## config.mk

```make
export PLATFORM = sky130hd
export DESIGN_NAME = csv_row_tokenizer
export DESIGN_NICKNAME = d
export VERILOG_FILES = /design/src/hdl/csvt_pkg.sv /design/src/hdl/csvt_front.sv /design/src/hdl/csvt_fifo.sv /design/src/hdl/csvt_back.sv /design/src/hdl/csv_row_tokenizer.sv
export SDC_FILE = /design/constraint.sdc
export NUM_CORES = 1
export LEC_CHECK = 0
export BUFFER_PORTS_ARGS = -buffer_cell sky130_fd_sc_hd__buf_2
export CAP_MARGIN = 10
export CORE_MARGIN = 1
export CORE_UTILIZATION = 45
export DETAILED_ROUTE_END_ITERATION = 8
export SYNTH_ARGS = -nofsm -noshare
export SYNTH_HDL_FRONTEND = slang
export SYNTH_HIERARCHICAL = 1
export SYNTH_SLANG_ARGS = --single-unit
```

## constraint.sdc

```tcl
create_clock -name clk -period 9.8 [get_ports clk]
set_clock_uncertainty 0.2 [all_clocks]
set_input_delay 0.98 -clock clk [delete_from_list [all_inputs] [get_ports clk]]
set_output_delay 0.98 -clock clk [all_outputs]
set_load 0.005 [all_outputs]
```

## src/hdl/csvt_pkg.sv

```systemverilog
`timescale 1ns / 1ps
// Shared types and constants for the CSV row tokenizer.
// No dependencies; imported by every module of the block.
package csvt_pkg;

  localparam int unsigned QDEPTH = 4;
  localparam int unsigned QPTR_W = $clog2(QDEPTH);
  localparam int unsigned QCNT_W = $clog2(QDEPTH + 1);

  localparam logic [7:0] BYTE_CR = 8'd13;
  localparam logic [7:0] BYTE_LF = 8'd10;
  localparam logic [7:0] SEP_RESET = 8'd44;
  localparam logic [7:0] QUOTE_RESET = 8'd34;

  localparam logic CFG_SEP = 1'b0;
  localparam logic CFG_QUOTE = 1'b1;

  typedef enum logic [1:0] {
    EV_CONTENT = 2'd0,
    EV_CELL_MORE = 2'd1,
    EV_ROW_END = 2'd2,
    EV_EMPTY_ROW = 2'd3
  } event_kind_t;

  // One classified byte: one event, or a row end followed by a second event.
  typedef struct packed {
    logic two;
    event_kind_t kind0;
    event_kind_t kind1;
    logic [7:0] data;
  } entry_t;

endpackage

```

## src/hdl/csvt_front.sv

```systemverilog
`timescale 1ns / 1ps
// Front end: configuration registers, parse phase and byte classification.
// Depends on csvt_pkg; pushes classified entries into csvt_fifo.
module csvt_front import csvt_pkg::*; (
  input  logic       clk,
  input  logic       rst,
  input  logic       cfg_we,
  input  logic       cfg_index,
  input  logic [7:0] cfg_data,
  input  logic       in_valid,
  output logic       in_ready,
  input  logic       action,
  input  logic [7:0] data_byte,
  input  logic       q_full,
  output logic       push,
  output entry_t     push_entry
);

  typedef enum logic [2:0] {
    PH_ROW_START = 3'd0,
    PH_AFTER_CR = 3'd1,
    PH_CELL_START = 3'd2,
    PH_UNQUOTED = 3'd3,
    PH_QUOTED = 3'd4,
    PH_QUOTE_SEEN = 3'd5
  } phase_t;

  phase_t phase, phase_next;
  logic [7:0] separator_byte;
  logic [7:0] quote_byte;
  logic emit;
  logic accept;
  logic is_cr, is_lf, is_sep, is_quote;

  assign is_cr = (data_byte == BYTE_CR);
  assign is_lf = (data_byte == BYTE_LF);
  assign is_sep = (data_byte == separator_byte);
  assign is_quote = (data_byte == quote_byte);

  assign in_ready = !q_full;
  assign accept = in_valid && in_ready;
  assign push = accept && emit;

  always_comb begin
    phase_next = phase;
    emit = 1'b0;
    push_entry.two = 1'b0;
    push_entry.kind0 = EV_CONTENT;
    push_entry.kind1 = EV_CONTENT;
    push_entry.data = data_byte;
    if (action) begin
      emit = (phase != PH_ROW_START) && (phase != PH_AFTER_CR);
      push_entry.kind0 = EV_ROW_END;
      phase_next = PH_ROW_START;
    end else begin
      case (phase)
        PH_CELL_START: begin
          emit = 1'b1;
          if (is_cr) begin
            push_entry.kind0 = EV_ROW_END;
            phase_next = PH_AFTER_CR;
          end else if (is_lf) begin
            push_entry.kind0 = EV_ROW_END;
            phase_next = PH_ROW_START;
          end else if (is_quote) begin
            emit = 1'b0;
            phase_next = PH_QUOTED;
          end else if (is_sep) begin
            push_entry.kind0 = EV_CELL_MORE;
            phase_next = PH_CELL_START;
          end else begin
            phase_next = PH_UNQUOTED;
          end
        end
        PH_UNQUOTED: begin
          emit = 1'b1;
          if (is_sep) begin
            push_entry.kind0 = EV_CELL_MORE;
            phase_next = PH_CELL_START;
          end else if (is_cr) begin
            push_entry.kind0 = EV_ROW_END;
            phase_next = PH_AFTER_CR;
          end else if (is_lf) begin
            push_entry.kind0 = EV_ROW_END;
            phase_next = PH_ROW_START;
          end
        end
        PH_QUOTED: begin
          if (is_quote) begin
            phase_next = PH_QUOTE_SEEN;
          end else begin
            emit = 1'b1;
          end
        end
        PH_QUOTE_SEEN: begin
          emit = 1'b1;
          if (is_quote) begin
            phase_next = PH_QUOTED;
          end else if (is_sep) begin
            push_entry.kind0 = EV_CELL_MORE;
            phase_next = PH_CELL_START;
          end else if (is_cr) begin
            push_entry.kind0 = EV_ROW_END;
            phase_next = PH_AFTER_CR;
          end else if (is_lf) begin
            push_entry.kind0 = EV_ROW_END;
            phase_next = PH_ROW_START;
          end else begin
            // stray byte: close the row, then open a new one with this byte
            push_entry.two = 1'b1;
            push_entry.kind0 = EV_ROW_END;
            push_entry.kind1 = EV_CONTENT;
            phase_next = PH_UNQUOTED;
          end
        end
        default: begin
          // row start, also just after a CR (LF there is swallowed)
          emit = 1'b1;
          if (phase == PH_AFTER_CR && is_lf) begin
            emit = 1'b0;
            phase_next = PH_ROW_START;
          end else if (is_cr) begin
            push_entry.kind0 = EV_EMPTY_ROW;
            phase_next = PH_AFTER_CR;
          end else if (is_lf) begin
            push_entry.kind0 = EV_EMPTY_ROW;
            phase_next = PH_ROW_START;
          end else if (is_quote) begin
            emit = 1'b0;
            phase_next = PH_QUOTED;
          end else if (is_sep) begin
            push_entry.kind0 = EV_CELL_MORE;
            phase_next = PH_CELL_START;
          end else begin
            phase_next = PH_UNQUOTED;
          end
        end
      endcase
    end
  end

  always_ff @(posedge clk) begin
    if (rst) begin
      phase <= PH_ROW_START;
      separator_byte <= SEP_RESET;
      quote_byte <= QUOTE_RESET;
    end else begin
      if (accept) begin
        phase <= phase_next;
      end
      if (cfg_we) begin
        case (cfg_index)
          CFG_SEP: separator_byte <= cfg_data;
          CFG_QUOTE: quote_byte <= cfg_data;
          default: ;
        endcase
      end
    end
  end

endmodule

```

## src/hdl/csvt_fifo.sv

```systemverilog
`timescale 1ns / 1ps
// Short entry queue between the classifier and the event sequencer.
// Depends on csvt_pkg for the entry type and depth.
module csvt_fifo import csvt_pkg::*; (
  input  logic   clk,
  input  logic   rst,
  input  logic   push,
  input  entry_t push_entry,
  output logic   full,
  input  logic   pop,
  output logic   head_valid,
  output entry_t head
);

  entry_t mem [QDEPTH];
  logic [QPTR_W-1:0] wr_ptr;
  logic [QPTR_W-1:0] rd_ptr;
  logic [QCNT_W-1:0] count;

  assign full = (count == QCNT_W'(QDEPTH));
  assign head_valid = (count != '0);
  assign head = mem[rd_ptr];

  always_ff @(posedge clk) begin
    if (push) begin
      mem[wr_ptr] <= push_entry;
    end
  end

  always_ff @(posedge clk) begin
    if (rst) begin
      wr_ptr <= '0;
      rd_ptr <= '0;
      count <= '0;
    end else begin
      if (push) begin
        wr_ptr <= wr_ptr + 1'b1;
      end
      if (pop) begin
        rd_ptr <= rd_ptr + 1'b1;
      end
      case ({push, pop})
        2'b10: count <= count + 1'b1;
        2'b01: count <= count - 1'b1;
        default: ;
      endcase
    end
  end

  a_no_push_full: assert property (@(posedge clk) disable iff (rst) push |-> !full)
    else $error("push into full queue");
  a_no_pop_empty: assert property (@(posedge clk) disable iff (rst) pop |-> head_valid)
    else $error("pop from empty queue");

endmodule

```

## src/hdl/csvt_back.sv

```systemverilog
`timescale 1ns / 1ps
// Back end: turns queued entries into one event a word, with output register.
// Depends on csvt_pkg; pops entries from csvt_fifo.
module csvt_back import csvt_pkg::*; (
  input  logic        clk,
  input  logic        rst,
  input  logic        head_valid,
  input  entry_t      head,
  output logic        pop,
  output logic        out_valid,
  input  logic        out_ready,
  output event_kind_t event_kind,
  output logic [7:0]  content_byte,
  output logic        last_of_run
);

  logic second;
  logic load;
  event_kind_t kind_sel;

  assign load = head_valid && (!out_valid || out_ready);
  assign pop = load && (!head.two || second);
  assign kind_sel = second ? head.kind1 : head.kind0;

  always_ff @(posedge clk) begin
    if (rst) begin
      out_valid <= 1'b0;
      second <= 1'b0;
    end else if (load) begin
      out_valid <= 1'b1;
      // hold the entry for a second word when it carries two events
      second <= head.two && !second;
    end else if (out_ready) begin
      out_valid <= 1'b0;
    end
  end

  always_ff @(posedge clk) begin
    if (load) begin
      event_kind <= kind_sel;
      content_byte <= (kind_sel == EV_CONTENT) ? head.data : 8'd0;
      last_of_run <= !head.two || second;
    end
  end

  a_second_after_row_end: assert property (@(posedge clk) disable iff (rst)
    second |-> out_valid && event_kind == EV_ROW_END && !last_of_run)
    else $error("second event pending without a row end in front");
  a_second_needs_head: assert property (@(posedge clk) disable iff (rst)
    second |-> head_valid && head.two)
    else $error("second event pending but head entry lost");
  a_byte_zero: assert property (@(posedge clk) disable iff (rst)
    out_valid && event_kind != EV_CONTENT |-> content_byte == 8'd0)
    else $error("non-content word carries a byte");

endmodule

```

## src/hdl/csv_row_tokenizer.sv

```systemverilog
`timescale 1ns / 1ps
// CSV row tokenizer: takes one byte, or an end-of-input marker, per input word
// and gives cell content bytes and cell-end, row-end and empty-row events.
// The classifier accepts one input word every cycle while the four-entry
// queue has room; the sequencer delivers one event per cycle while out_ready
// is high. A byte that closes a quoted cell and starts a new row gives two
// events; bytes that give no event (an opening or closing quote, an LF after
// CR) never reach the output. Events pass the queue and output register. The
// user must write separator and quote bytes over the configuration port (index
// 0 and 1) only while the block is idle; the block does not enforce this.
module csv_row_tokenizer import csvt_pkg::*; (
  input  logic        clk,
  input  logic        rst,
  input  logic        cfg_we,
  input  logic        cfg_index,
  input  logic [7:0]  cfg_data,
  input  logic        in_valid,
  output logic        in_ready,
  input  logic        action,
  input  logic [7:0]  data_byte,
  output logic        out_valid,
  input  logic        out_ready,
  output logic [1:0]  event_kind,
  output logic [7:0]  content_byte,
  output logic        last_of_run
);

  logic q_full;
  logic push;
  entry_t push_entry;
  logic pop;
  logic head_valid;
  entry_t head;
  event_kind_t kind;

  csvt_front u_front (
    .clk(clk),
    .rst(rst),
    .cfg_we(cfg_we),
    .cfg_index(cfg_index),
    .cfg_data(cfg_data),
    .in_valid(in_valid),
    .in_ready(in_ready),
    .action(action),
    .data_byte(data_byte),
    .q_full(q_full),
    .push(push),
    .push_entry(push_entry)
  );

  csvt_fifo u_fifo (
    .clk(clk),
    .rst(rst),
    .push(push),
    .push_entry(push_entry),
    .full(q_full),
    .pop(pop),
    .head_valid(head_valid),
    .head(head)
  );

  csvt_back u_back (
    .clk(clk),
    .rst(rst),
    .head_valid(head_valid),
    .head(head),
    .pop(pop),
    .out_valid(out_valid),
    .out_ready(out_ready),
    .event_kind(kind),
    .content_byte(content_byte),
    .last_of_run(last_of_run)
  );

  assign event_kind = kind;

endmodule

```

==> flow_summary.toml <==
[placement]
placed_cells = 481
hpwl_um = 5060
port-buffer-count = 35
place_ws_ns = 5.49
routabilityCongestion = 0.965
post_dp_cell_area_um2 = 4470

[critical_path]
slowest_stage = "or4b_4"
worst-r2r-cell-count = 8
critPathArrivalTime_ns = 4.04
path_depth = 13
start_kind = "input pin"
critPathMaxStageDelay_ns = 0.59
cp-end-kind = "flop"
cp_top_family = "simple AND/OR/NAND/NOR gates"
worstSetupPathType = "input pin to flop"
crit_chain = "buf_2 -> or4b_4 -> a211o_1 -> nand3_1 -> o21ai_0 -> nand3b_1 -> o311a_1 -> inv_1 -> ha_1 -> fa_1 -> xnor2_1 -> or3_1 -> a21oi_1"
cp_num_buf_inv = 2
required_ns = 9.89
critPathMaxFanout = 10

[final_layout]
final_common_cell = "edfxtp_1"
fill_cells = 831
diodes = 0
final_nets = 392
area_delta_synth_final_pct = 9.24
drive_above_1_share_pct = 20.1
utilization_pct = 50.6
layout_common_cells = "63 x edfxtp_1, 40 x nand2_1, 35 x buf_2"
final_cells = 497
post-route-cell-area_um2 = 4670

[routing]
wl_per_cell_um = 14.7
drtIter0Drc = 75
num_vias = 2539
vias_per_cell = 5.11
antenna_left = 0
dr.pass1.iters = 4
wirelength_um = 7300
drc_errors = 0

[floorplan]
die_h_um = 99.5
start_util_pct = 46.3
die_x_um = 99.5
pin_count = 36
die-area_um2 = 9900
core_um2 = 9240
row_count = 35

[grt]
groute.usage.overall_pct = 16.1
grt_first_pass_wirelength_um = 12200
grt_overflow_total = 0
grt_start_max_net_pins = 31
grt_pass1_vias = 2430
antenna_found_initial = 0

[cts]
cts_tree = "built"
postCtsHoldBufs = 0
cts.path.max_buffers = 2
numClockSinks = 93
root_buffer = "clkbuf_8"
clock_latency_ns = 0.36
postCtsSetupBuffers = 0
clk_pin_slew_ns = 0.09
htree_levels = 3
cts_buffers = 9
ctsResizeCount = 0

[logic_synthesis]
ys_seq_area_share_pct = 58.2
synthArstFlopShare_pct = 0
synth_cell_types = 58
synth_warnings = 6
synth_enable_flop_cells = 63
synth_seq_cells = 93
avgSynthCellArea_um2 = 12.6
syn_inst = 340
yosys_most_used_dff = "edfxtp_1"
synth.cell_area_um2 = 4280

[sta]
hold_viol = 0
setup_viol = 0
finalCritPeriodShare_pct = 40.4
whs_ns = 0.272
finalMaxSlewViolations = 0
final.setup.worst_slack_ns = 5.85
tns_ns = 0
rsz0062_at_grt = "no"
period_minus_slack_ns = 3.95
max_freq_mhz = 253
relSlewSlack_pct = 41.7
worst_pin_slew_ns = 0.871

[pwr]
cellLeakagePower_nw = 1.62
irDropWorstVdd_uv = 89.1
power_mw = 1.00
power_per_cell_area_nw_per_um2 = 214

[flow_run]
maxCapViolations = 0

[worst_hold_path]
whs_path_depth = 2
hold_path_class = "flop to flop"

[status]
status = "complete, no violations"
-- kinds of logic (layout without fill, tap and decap cells) --
| logic type | after synthesis | in the layout | synth area share [%] |
|---|---|---|---|
| multiplexers | 17 | 17 | 8.10 |
| AND/OR/NAND/NOR | 122 | 122 | 15.8 |
| buffers and inverters | 33 | 60 | 4.44 |
| other | 1 | 2 | 0.0876 |
| AO/OA/AOI/OAI | 47 | 47 | 7.11 |
| adder cells (fa/ha/maj) | 6 | 6 | 1.93 |
| flip-flops | 93 | 93 | 58.2 |
| XOR/XNOR | 21 | 21 | 4.30 |
-- per-layer routing --
layer	global-route usage, %	up-vias	wire [µm]
met3	3.44	8	247
met2	25.4	47	3390
met4	5.43	0	88
met5	0	-	0
met1	22.3	1216	3580
li1	-	1268	-
-- cells in the mapped netlist (all sizes together), types with 6 or more instances --
cell    number  area, µm²
dfxtp       30        601
xnor2       11       96.3
o21ai       11       55.1
nand2       41        156
and2         6       37.5
nor3         7       45.0
xor2        10       87.6
edfxtp      63       1890
nor2b       14       87.6
mux4        13        304
nor2        20       75.1
buf         15        113
inv          8       30.0
nand3b       8       60.1
clkbuf      10       47.5
a21oi       20        104
-- worst register-to-register path, delay by kind of cell, from the launching register on --
kind                       cells  cell delay (ns)
xor gates and xnor gates       1             0.07
muxes                          1             0.58
DFF                            1             0.87
and+or+nand+nor                3             0.86
adders and majority gates      2             0.49
AOI/OAI and AO/OA              1             0.14
-- worst paths after layout --
kind,to,startpoint,slack (ns)
hold / removal,u_front/quote_byte[2]$_SDFFE_PP0P_,u_front/quote_byte[2]$_SDFFE_PP0P_,0.27
setup / recovery,u_fifo/count[2]$_SDFFE_PP0P_,data_byte[5],5.85
hold reg to reg,u_front/quote_byte[2]$_SDFFE_PP0P_,u_front/quote_byte[2]$_SDFFE_PP0P_,0.27
setup reg to reg,u_fifo/count[2]$_SDFFE_PP0P_,flop,6.51
-- power breakdown --
| group | leakage, nW | switching (mW) | internal, mW | total [mW] |
|---|---|---|---|---|
| Clock | 0.100 | 0.142 | 0.122 | 0.265 |
| Sequential | 0.827 | 0.0350 | 0.490 | 0.525 |
| Combinational | 0.691 | 0.113 | 0.0997 | 0.212 |
| Total | 1.62 | 0.290 | 0.712 | 1.00 |
-- layout make-up --
cell class / count / area, µm² / area share, %
multi-input combinational: 215 / 1600 / 34.2
inverter: 8 / 30.0 / 0.642
clock inverter: 6 / 80.1 / 1.71
sequential: 93 / 2490 / 53.3
clock buffer: 10 / 128 / 2.73
tap: 129 / 161 / 3.45
timing repair buffer: 36 / 183 / 3.91
-- sequential cells by signal, indices dropped and copies added, names as in the netlist, named ones only --
register	cells
u_back/content_byte	8
u_back/event_kind	2
u_back/last_of_run	1
u_back/out_valid	1
u_back/second	1
u_fifo/count	3
u_fifo/mem	52
u_fifo/rd_ptr	2
u_fifo/wr_ptr	2
u_front/phase	3
u_front/quote_byte	8
u_front/separator_byte	8
(Power assumes the default switching activity.)
